**src/hw/rtl/bounded_ordered_list_engine_core_macros.svh**
```systemverilog
// assertion macros shared by the list engine rtl
// expects i_clk and i_rst_n in the scope where a macro is used
`ifndef BOUNDED_ORDERED_LIST_ENGINE_CORE_MACROS_SVH
`define BOUNDED_ORDERED_LIST_ENGINE_CORE_MACROS_SVH

// consequent checked in the same cycle as the antecedent
`define BOLE_ASSERT_NOW(lbl, ante, cons, msg) \
    lbl: assert property (@(posedge i_clk) disable iff (!i_rst_n) (ante) |-> (cons)) \
        else $error(msg);

// consequent checked in the cycle after the antecedent
`define BOLE_ASSERT_NEXT(lbl, ante, cons, msg) \
    lbl: assert property (@(posedge i_clk) disable iff (!i_rst_n) (ante) |=> (cons)) \
        else $error(msg);

`endif

```
**src/hw/rtl/bole_pkg.sv**
```systemverilog
// types and codes for the bounded ordered list engine
// no dependencies; used by the interface users and the top level
`timescale 1ns / 1ps

package bole_pkg;

    localparam int OP_W  = 3;
    localparam int VAL_W = 32;
    localparam int POS_W = 7;
    localparam int ST_W  = 3;
    localparam int CNT_W = 7;

    typedef enum logic [OP_W-1:0] {
        OP_APPEND   = 3'd0,
        OP_DEL_HEAD = 3'd1,
        OP_DEL_TAIL = 3'd2,
        OP_DEL_POS  = 3'd3,
        OP_DEL_VAL  = 3'd4,
        OP_READ     = 3'd5
    } t_op;

    typedef enum logic [ST_W-1:0] {
        ST_OK       = 3'd0,
        ST_EMPTY    = 3'd1,
        ST_FULL     = 3'd2,
        ST_BADPOS   = 3'd3,
        ST_NOTFOUND = 3'd4
    } t_status;

    typedef enum logic [1:0] {
        S_IDLE,
        S_SCAN,
        S_RESP
    } t_state;

    typedef struct packed {
        logic [OP_W-1:0]         op;
        logic signed [VAL_W-1:0] value;
        logic [POS_W-1:0]        position;
    } t_req;

    typedef struct packed {
        logic [ST_W-1:0]         status;
        logic [CNT_W-1:0]        count;
        logic signed [VAL_W-1:0] data;
        logic                    last;
    } t_rsp;

endpackage

```
**src/hw/rtl/bole_if.sv**
```systemverilog
// valid/ready channel carrying one payload struct per transaction
// payload type is set per instance, normally from bole_pkg
`timescale 1ns / 1ps

interface bole_if #(
    parameter type T = logic
) ();
    logic valid;
    logic ready;
    T     payload;

    modport source (output valid, output payload, input ready);
    modport sink   (input valid, input payload, output ready);
endinterface

```
**src/hw/rtl/bole_ram.sv**
```systemverilog
// generic single write port, single read port ram with registered read data
// no dependencies
`timescale 1ns / 1ps

module bole_ram #(
    parameter int WIDTH = 32,
    parameter int DEPTH = 16
) (
    input  logic                     i_clk,
    input  logic                     i_we,
    input  logic [$clog2(DEPTH)-1:0] i_waddr,
    input  logic [WIDTH-1:0]         i_wdata,
    input  logic                     i_re,
    input  logic [$clog2(DEPTH)-1:0] i_raddr,
    output logic [WIDTH-1:0]         o_rdata
);

    logic [WIDTH-1:0] r_mem [DEPTH];
    logic [WIDTH-1:0] r_rdata;

    always_ff @(posedge i_clk) begin
        if (i_we) begin
            r_mem[i_waddr] <= i_wdata;
        end
        // read data holds while no read is issued
        if (i_re) begin
            r_rdata <= r_mem[i_raddr];
        end
    end

    assign o_rdata = r_rdata;

endmodule

```
**src/hw/rtl/bounded_ordered_list_engine_core.sv**
```systemverilog
// bounded ordered list engine: list of up to DEPTH signed words in one ram
// depends on bole_pkg, bole_if, bole_ram and the assertion macro header
//
//   channel | dir | payload                        | transaction
//   i_req   | in  | op, value, position             | one list operation
//   o_rsp   | out | status, count, data, last      | one result, last marks the end
//
// append, delete tail and the empty, full and bad position cases respond from S_RESP
// delete head / position / value and read-out walk the list in S_SCAN,
//   one ram read per entry through the single read port, shifting entries down
// a stalled o_rsp holds the read-out scan; a new request is taken while the
//   previous response still waits in the output register
// synchronous reset empties the list at once; no clearing pass
`timescale 1ns / 1ps
`include "bounded_ordered_list_engine_core_macros.svh"

module bounded_ordered_list_engine_core #(
    parameter int DEPTH = 16
) (
    input logic i_clk,
    input logic i_rst_n,
    bole_if.sink   i_req,
    bole_if.source o_rsp
);

    localparam int AW = (DEPTH > 1) ? $clog2(DEPTH) : 1;
    localparam int CW = $clog2(DEPTH + 1);

    bole_pkg::t_state r_state, n_state;

    logic [bole_pkg::OP_W-1:0]          r_op, n_op;
    logic signed [bole_pkg::VAL_W-1:0]  r_value, n_value;
    logic [bole_pkg::POS_W-1:0]         r_pos, n_pos;
    logic [CW-1:0]                      r_count, n_count;
    logic [CW-1:0]                      r_ridx, n_ridx;
    logic                               r_pend, n_pend;
    logic [AW-1:0]                      r_pidx, n_pidx;
    logic                               r_found, n_found;
    logic [bole_pkg::ST_W-1:0]          r_stat, n_stat;
    logic                               r_ovalid, n_ovalid;
    bole_pkg::t_rsp                     r_orsp, n_orsp;

    logic                               ram_we;
    logic [AW-1:0]                      ram_waddr;
    logic [bole_pkg::VAL_W-1:0]         ram_wdata;
    logic                               ram_re;
    logic [AW-1:0]                      ram_raddr;
    logic [bole_pkg::VAL_W-1:0]         ram_rdata;

    logic acc, out_free, is_read, can_go, proc, issue, p_last, match, hit;

    bole_ram #(
        .WIDTH (bole_pkg::VAL_W),
        .DEPTH (DEPTH)
    ) u_ram (
        .i_clk   (i_clk),
        .i_we    (ram_we),
        .i_waddr (ram_waddr),
        .i_wdata (ram_wdata),
        .i_re    (ram_re),
        .i_raddr (ram_raddr),
        .o_rdata (ram_rdata)
    );

    assign i_req.ready   = (r_state == bole_pkg::S_IDLE);
    assign acc           = i_req.valid && i_req.ready;
    assign out_free      = !r_ovalid || o_rsp.ready;
    assign is_read       = (r_op == bole_pkg::OP_READ);
    // read-out stalls while a fetched entry cannot be handed to the output register
    assign can_go        = !(r_pend && is_read && !out_free);
    assign proc          = (r_state == bole_pkg::S_SCAN) && can_go && r_pend;
    assign issue         = (r_state == bole_pkg::S_SCAN) && can_go && (r_ridx < r_count);
    assign p_last        = ((CW'(r_pidx) + CW'(1)) == r_count);
    assign hit           = !r_found && match;
    assign o_rsp.valid   = r_ovalid;
    assign o_rsp.payload = r_orsp;

    always_comb begin
        case (r_op)
            bole_pkg::OP_DEL_HEAD: match = (r_pidx == '0);
            bole_pkg::OP_DEL_POS:
                match = ((bole_pkg::POS_W'(r_pidx) + bole_pkg::POS_W'(1)) == r_pos);
            bole_pkg::OP_DEL_VAL:  match = (ram_rdata == r_value);
            default:               match = 1'b0;
        endcase
    end

    // next state
    always_comb begin
        n_state = r_state;
        case (r_state)
            bole_pkg::S_IDLE: begin
                if (acc) begin
                    case (i_req.payload.op)
                        bole_pkg::OP_APPEND, bole_pkg::OP_DEL_TAIL: begin
                            n_state = bole_pkg::S_RESP;
                        end
                        bole_pkg::OP_READ, bole_pkg::OP_DEL_HEAD,
                        bole_pkg::OP_DEL_VAL: begin
                            n_state = (r_count == '0) ? bole_pkg::S_RESP
                                                      : bole_pkg::S_SCAN;
                        end
                        bole_pkg::OP_DEL_POS: begin
                            if (r_count == '0 || i_req.payload.position == '0 ||
                                i_req.payload.position > bole_pkg::POS_W'(r_count)) begin
                                n_state = bole_pkg::S_RESP;
                            end else begin
                                n_state = bole_pkg::S_SCAN;
                            end
                        end
                        default: n_state = bole_pkg::S_IDLE;
                    endcase
                end
            end
            bole_pkg::S_SCAN: begin
                if (proc && p_last) begin
                    n_state = is_read ? bole_pkg::S_IDLE : bole_pkg::S_RESP;
                end
            end
            bole_pkg::S_RESP: begin
                if (out_free) begin
                    n_state = bole_pkg::S_IDLE;
                end
            end
            default: n_state = bole_pkg::S_IDLE;
        endcase
    end

    // datapath, ram control and output register load
    always_comb begin
        n_op      = r_op;
        n_value   = r_value;
        n_pos     = r_pos;
        n_count   = r_count;
        n_ridx    = r_ridx;
        n_pend    = r_pend;
        n_pidx    = r_pidx;
        n_found   = r_found;
        n_stat    = r_stat;
        n_ovalid  = r_ovalid && !o_rsp.ready;
        n_orsp    = r_orsp;
        ram_we    = 1'b0;
        ram_waddr = r_count[AW-1:0];
        ram_wdata = r_value;
        ram_re    = 1'b0;
        ram_raddr = r_ridx[AW-1:0];

        case (r_state)
            bole_pkg::S_IDLE: begin
                if (acc) begin
                    n_op    = i_req.payload.op;
                    n_value = i_req.payload.value;
                    n_pos   = i_req.payload.position;
                    n_ridx  = '0;
                    n_pend  = 1'b0;
                    n_found = 1'b0;
                    n_stat  = bole_pkg::ST_OK;
                    case (i_req.payload.op)
                        bole_pkg::OP_APPEND: begin
                            if (r_count == CW'(DEPTH)) begin
                                n_stat = bole_pkg::ST_FULL;
                            end else begin
                                ram_we    = 1'b1;
                                ram_waddr = r_count[AW-1:0];
                                ram_wdata = i_req.payload.value;
                                n_count   = r_count + CW'(1);
                            end
                        end
                        bole_pkg::OP_DEL_TAIL: begin
                            if (r_count == '0) begin
                                n_stat = bole_pkg::ST_EMPTY;
                            end else begin
                                n_count = r_count - CW'(1);
                            end
                        end
                        bole_pkg::OP_READ, bole_pkg::OP_DEL_HEAD,
                        bole_pkg::OP_DEL_VAL: begin
                            if (r_count == '0) begin
                                n_stat = bole_pkg::ST_EMPTY;
                            end
                        end
                        bole_pkg::OP_DEL_POS: begin
                            if (r_count == '0) begin
                                n_stat = bole_pkg::ST_EMPTY;
                            end else if (i_req.payload.position == '0 ||
                                i_req.payload.position > bole_pkg::POS_W'(r_count)) begin
                                n_stat = bole_pkg::ST_BADPOS;
                            end
                        end
                        default: begin
                            n_stat = bole_pkg::ST_OK;
                        end
                    endcase
                end
            end
            bole_pkg::S_SCAN: begin
                if (issue) begin
                    ram_re = 1'b1;
                    n_ridx = r_ridx + CW'(1);
                    n_pend = 1'b1;
                    n_pidx = r_ridx[AW-1:0];
                end else if (can_go) begin
                    n_pend = 1'b0;
                end
                if (proc) begin
                    if (is_read) begin
                        n_ovalid       = 1'b1;
                        n_orsp.status  = bole_pkg::ST_OK;
                        n_orsp.count   = bole_pkg::CNT_W'(r_count);
                        n_orsp.data    = ram_rdata;
                        n_orsp.last    = p_last;
                    end else begin
                        // entries past the deleted one move down by one place
                        if (r_found) begin
                            ram_we    = 1'b1;
                            ram_waddr = r_pidx - AW'(1);
                            ram_wdata = ram_rdata;
                        end
                        if (hit) begin
                            n_found = 1'b1;
                        end
                        if (p_last) begin
                            if (r_found || hit) begin
                                n_count = r_count - CW'(1);
                                n_stat  = bole_pkg::ST_OK;
                            end else begin
                                n_stat  = bole_pkg::ST_NOTFOUND;
                            end
                        end
                    end
                end
            end
            bole_pkg::S_RESP: begin
                if (out_free) begin
                    n_ovalid      = 1'b1;
                    n_orsp.status = r_stat;
                    n_orsp.count  = bole_pkg::CNT_W'(r_count);
                    n_orsp.data   = '0;
                    n_orsp.last   = 1'b1;
                end
            end
            default: begin
                n_pend = 1'b0;
            end
        endcase
    end

    always_ff @(posedge i_clk) begin
        if (!i_rst_n) begin
            r_state  <= bole_pkg::S_IDLE;
            r_count  <= '0;
            r_pend   <= 1'b0;
            r_ovalid <= 1'b0;
        end else begin
            r_state  <= n_state;
            r_count  <= n_count;
            r_pend   <= n_pend;
            r_ovalid <= n_ovalid;
        end
    end

    always_ff @(posedge i_clk) begin
        r_op    <= n_op;
        r_value <= n_value;
        r_pos   <= n_pos;
        r_ridx  <= n_ridx;
        r_pidx  <= n_pidx;
        r_found <= n_found;
        r_stat  <= n_stat;
        r_orsp  <= n_orsp;
    end

    `BOLE_ASSERT_NOW(a_count_bound, 1'b1, r_count <= CW'(DEPTH), "entry count above depth")
    `BOLE_ASSERT_NOW(a_pend_in_scan, r_state != bole_pkg::S_SCAN, !r_pend,
        "read pending outside scan")
    `BOLE_ASSERT_NOW(a_no_rw_clash, ram_we && ram_re, ram_waddr != ram_raddr,
        "shift write hits read address")
    `BOLE_ASSERT_NEXT(a_count_step, i_rst_n,
        (r_count == $past(r_count)) || (r_count == $past(r_count) + CW'(1)) ||
        (r_count + CW'(1) == $past(r_count)), "count moved by more than one")

endmodule

```
**src/flat_wrapper.sv**
```systemverilog
// flat-port wrapper written by rule: the top's interface ports become plain ports
module bounded_ordered_list_engine_core_flat 
#(
    parameter int DEPTH = 16
)
  (i_clk, i_rst_n, i_req_valid, i_req_payload, i_req_ready, o_rsp_valid, o_rsp_payload, o_rsp_ready);
  bole_if #(.T(bole_pkg::t_req)) i_req_i ();
  bole_if #(.T(bole_pkg::t_rsp)) o_rsp_i ();
  input logic i_clk;
  input logic i_rst_n;
  input wire logic [$bits(i_req_i.valid)-1:0] i_req_valid;
  input wire logic [$bits(i_req_i.payload)-1:0] i_req_payload;
  output wire logic [$bits(i_req_i.ready)-1:0] i_req_ready;
  output wire logic [$bits(o_rsp_i.valid)-1:0] o_rsp_valid;
  output wire logic [$bits(o_rsp_i.payload)-1:0] o_rsp_payload;
  input wire logic [$bits(o_rsp_i.ready)-1:0] o_rsp_ready;
  assign i_req_i.valid = i_req_valid;
  assign i_req_i.payload = i_req_payload;
  assign i_req_ready = i_req_i.ready;
  assign o_rsp_valid = o_rsp_i.valid;
  assign o_rsp_payload = o_rsp_i.payload;
  assign o_rsp_i.ready = o_rsp_ready;
  bounded_ordered_list_engine_core #(.DEPTH(DEPTH)) u_core (.i_clk(i_clk), .i_rst_n(i_rst_n), .i_req(i_req_i), .o_rsp(o_rsp_i));
endmodule
```
**config.mk**
```make
export PLATFORM = sky130hd
export DESIGN_NAME = bounded_ordered_list_engine_core_flat
export DESIGN_NICKNAME = d
export VERILOG_FILES = /design/src/hw/rtl/bole_pkg.sv /design/src/hw/rtl/bole_if.sv /design/src/hw/rtl/bole_ram.sv /design/src/hw/rtl/bounded_ordered_list_engine_core.sv /design/src/flat_wrapper.sv
export VERILOG_INCLUDE_DIRS = /design/src /design/src/hw/rtl
export SDC_FILE = /design/constraint.sdc
export NUM_CORES = 1
export LEC_CHECK = 0
export BUFFER_PORTS_ARGS = -buffer_cell sky130_fd_sc_hd__buf_2
export CORE_MARGIN = 2
export CORE_UTILIZATION = 40
export DETAILED_ROUTE_END_ITERATION = 7
export GPL_TIMING_DRIVEN = 0
export MAX_ROUTING_LAYER = met4
export PLACE_DENSITY_LB_ADDON = 0.15
export SLEW_MARGIN = 15
export SYNTH_ARGS = -nofsm -noshare
export SYNTH_HDL_FRONTEND = slang
export SYNTH_SLANG_ARGS = --single-unit
```
**constraint.sdc**
```tcl
create_clock -name i_clk -period 11.2 [get_ports i_clk]
set_clock_uncertainty 0.15 [all_clocks]
set_input_delay 0.56 -clock i_clk [delete_from_list [all_inputs] [get_ports i_clk]]
set_output_delay 0.56 -clock i_clk [all_outputs]
set_load 0.05 [all_outputs]
```
==> metrics <==
M3 GR Usage=3.29%; fin util=48.7%; clk_lat worst skew=0.61 ns; final worst setup slack=6.44 ns; CTS buffer count=72; Routability Congestion=0.821; initial core utilization=40.6%; final WL=68.5 mm; Tcrit/Tclk final=42.5%; DRT antenna net count=0; area grow syn2layout=20.0%; layout cells sized above 1=29.4%; Lkg Pwr=9.97 nW; Slew @ Worst Pin=1.14 ns; Crit Path Category=flip-flop to flip-flop; Area contributors post-synth=edfxtp_1 (75%), mux4_2 (14%), xnor2_1 (1.3%); cells after synthesis=1232; Final Hold Vio Count=0; # H-tree levels=3; CP endpoint kind=flip-flop; Clock Path Buffers=3; cell taking the most area after synthesis=edfxtp_1; via/cell ratio=5.64; Cell variety after synth=60; Rel. slew slack=23.9%; register area=19400 um2; mux contribution to synthesized area=14.2%; Post-DP Area=28200 um2; GRT overflow=0; fmax=0.210 GHz; total track usage=21.6%; first-pass GRT wire length=98.2 mm; area of the multi-input gates=5990 um2; status=complete, no violations; via count=13300; die area=66300 um2; Period minus WS final=4.76 ns; mean post-synth cell area=20.9 um2; fillers=5245; total chip power=6.47 mW; met1 GRT Util=29.5%; post-synth top area share=74.8%; crit-path max FO=34; Peak VDD IR=0.108 mV; Post-Place Setup Slack=6.53 ns; pin count of the biggest net entering global routing=35; core box area=63300 um2; post-synthesis adder-cell area fraction=0.828%; Clock Tree Root=clkbuf_16; chip height=257 um; IO Port Bufs=87; post-DP HPWL=44.1 mm; commonest cells after routing, fill and taps aside=edfxtp_1 (640), mux4_2 (160), buf_2 (104); post-route cell area=30800 um2; Most Crowded Layer GR=met2; count of warnings emitted by yosys=0; hold_ws=0.0340 ns; Worst EP required=11.36 ns; vias in the first global route=13700; Pins Over Slew Limit=0; clk slew on worst S/H paths=0.06 ns; Post-synth top flop=edfxtp_1; max_cap viols=0; non-filler cells in the finished layout=2361; pwr/cell area=210 nW/um2; initial drt markers=1643; Hold Crit Class=input port to flip-flop; FF+latch count, synth=649; DR pass1 iterations=8; routed len/inst=29.0 um; startpoint types=flip-flop; Cells after DPL=2206; initial antenna violation count=1; Synth Area in Compound Gates=2.71%; Post-synth EDFFs=640; post-synthesis cell area=25700 um2; Worst EP arrival=4.92 ns; std cell rows=92; TritonCTS clock tree=yes; DRC viols=0; total negative slack=0 ns; xor-xnor portion of the synthesized cell area=1.76%; simple-gate share of the synthesized area=3.25%; largest family of logic cells by synthesized area=multiplexers; # diodes=0; die width=257 um; # setup viols final=0; RSZ-0062 raised after global routing=false; Ports=91; GR Layer Usage met2=33.9%; leading cell type in the layout, fill and taps excluded=edfxtp_1; ys async rst share=0%; post-synthesis sequential area ratio=75.5%; Nets=1523; number of clock sinks=649
## where the power goes
part | switching (mW) | leakage [nW] | internal, mW
clock | 0.963 | 1.16 | 1.42
sequential | 0.0394 | 5.88 | 2.86
combinational | 0.723 | 2.93 | 0.468
total | 1.73 | 9.97 | 4.74
## synthesized netlist by cell type (12+ instances only)
cell and number:
nand3_1 13, buf_2 15, edfxtp_1 640, a222oi_1 32
nor2b_1 37, nor2_1 36, mux4_2 160, nand2_1 16
ha_1 17, inv_1 45, xnor2_1 38, o21ai_0 12
clkbuf_1 43
## metal layers
metal | vias to the layer above | part of all wire [%]
met1 | 7114 | 43
met5 | - | 0
met4 | 0 | 1.8
met3 | 83 | 6.3
li1 | 5580 | -
met2 | 528 | 49
## flip-flops by register name, summed over array words and instances, names as in the netlist
signal	count
u_core.r_stat	3
u_core.r_op	3
u_core.r_ridx	5
u_core.r_pend	1
u_core.o_rsp.payload	41
u_core.o_rsp.valid	1
u_core.r_pidx	4
u_core.r_count	5
u_core.r_state	2
u_core.r_found	1
u_core.r_pos	7
u_core.r_value	32
u_core.u_ram.o_rdata	32
u_core.u_ram.r_mem	512
## worst paths after layout
check / from / to / slack (ns) / cells after the start
min: i_req_payload[18] / u_core.r_value[11] / 0.03 / 1
max reg2reg: u_core.r_state[0] / u_core.u_ram.r_mem[6][7] / 6.44 / 10
max: u_core.r_state[0] / u_core.u_ram.r_mem[6][7] / 6.44 / 10
min reg2reg: u_core.r_count[4] / u_core.o_rsp.payload[37] / 0.27 / 0
## worst max-delay path, cell delays in order, from the launching register on
cell,delay (ns)
dfxtp_1,0.33
inv_1,0.08
ha_1,0.33
and2_4,0.33
buf_16,0.28
nand2_1,0.11
a311oi_2,0.96
a41oi_1,0.69
nor2_4,0.76
buf_16,0.23
buf_16,0.16
## kinds of logic after synthesis
group                      after synthesis
DFF                                    649
muxes                                  164
and+or+nand+nor                        154
buffers and inverters                  112
AOI/OAI and AO/OA                       85
xor gates and xnor gates                50
adders and majority gates               17
other                                    1
## area by class of cell
| class | count | share of cell area, % |
|---|---|---|
| inverter | 46 | 0.560 |
| sequential | 649 | 62.9 |
| tap | 846 | 3.43 |
| clock inverter | 45 | 1.47 |
| clock buffer | 84 | 6.23 |
| timing repair buffer | 153 | 5.06 |
| multi-input combinational | 472 | 19.4 |
| buffer | 66 | 0.917 |
## repair_timing
item                                    4_1_cts  5_1_grt
buffers inserted                              0        0
endpoints found under the setup margin        0        0
hold buffers                                 26        0
hold endpoints to repair                     26        0
gates resized for setup                       0        0
Note: power is estimated with default switching activity, not from simulation.
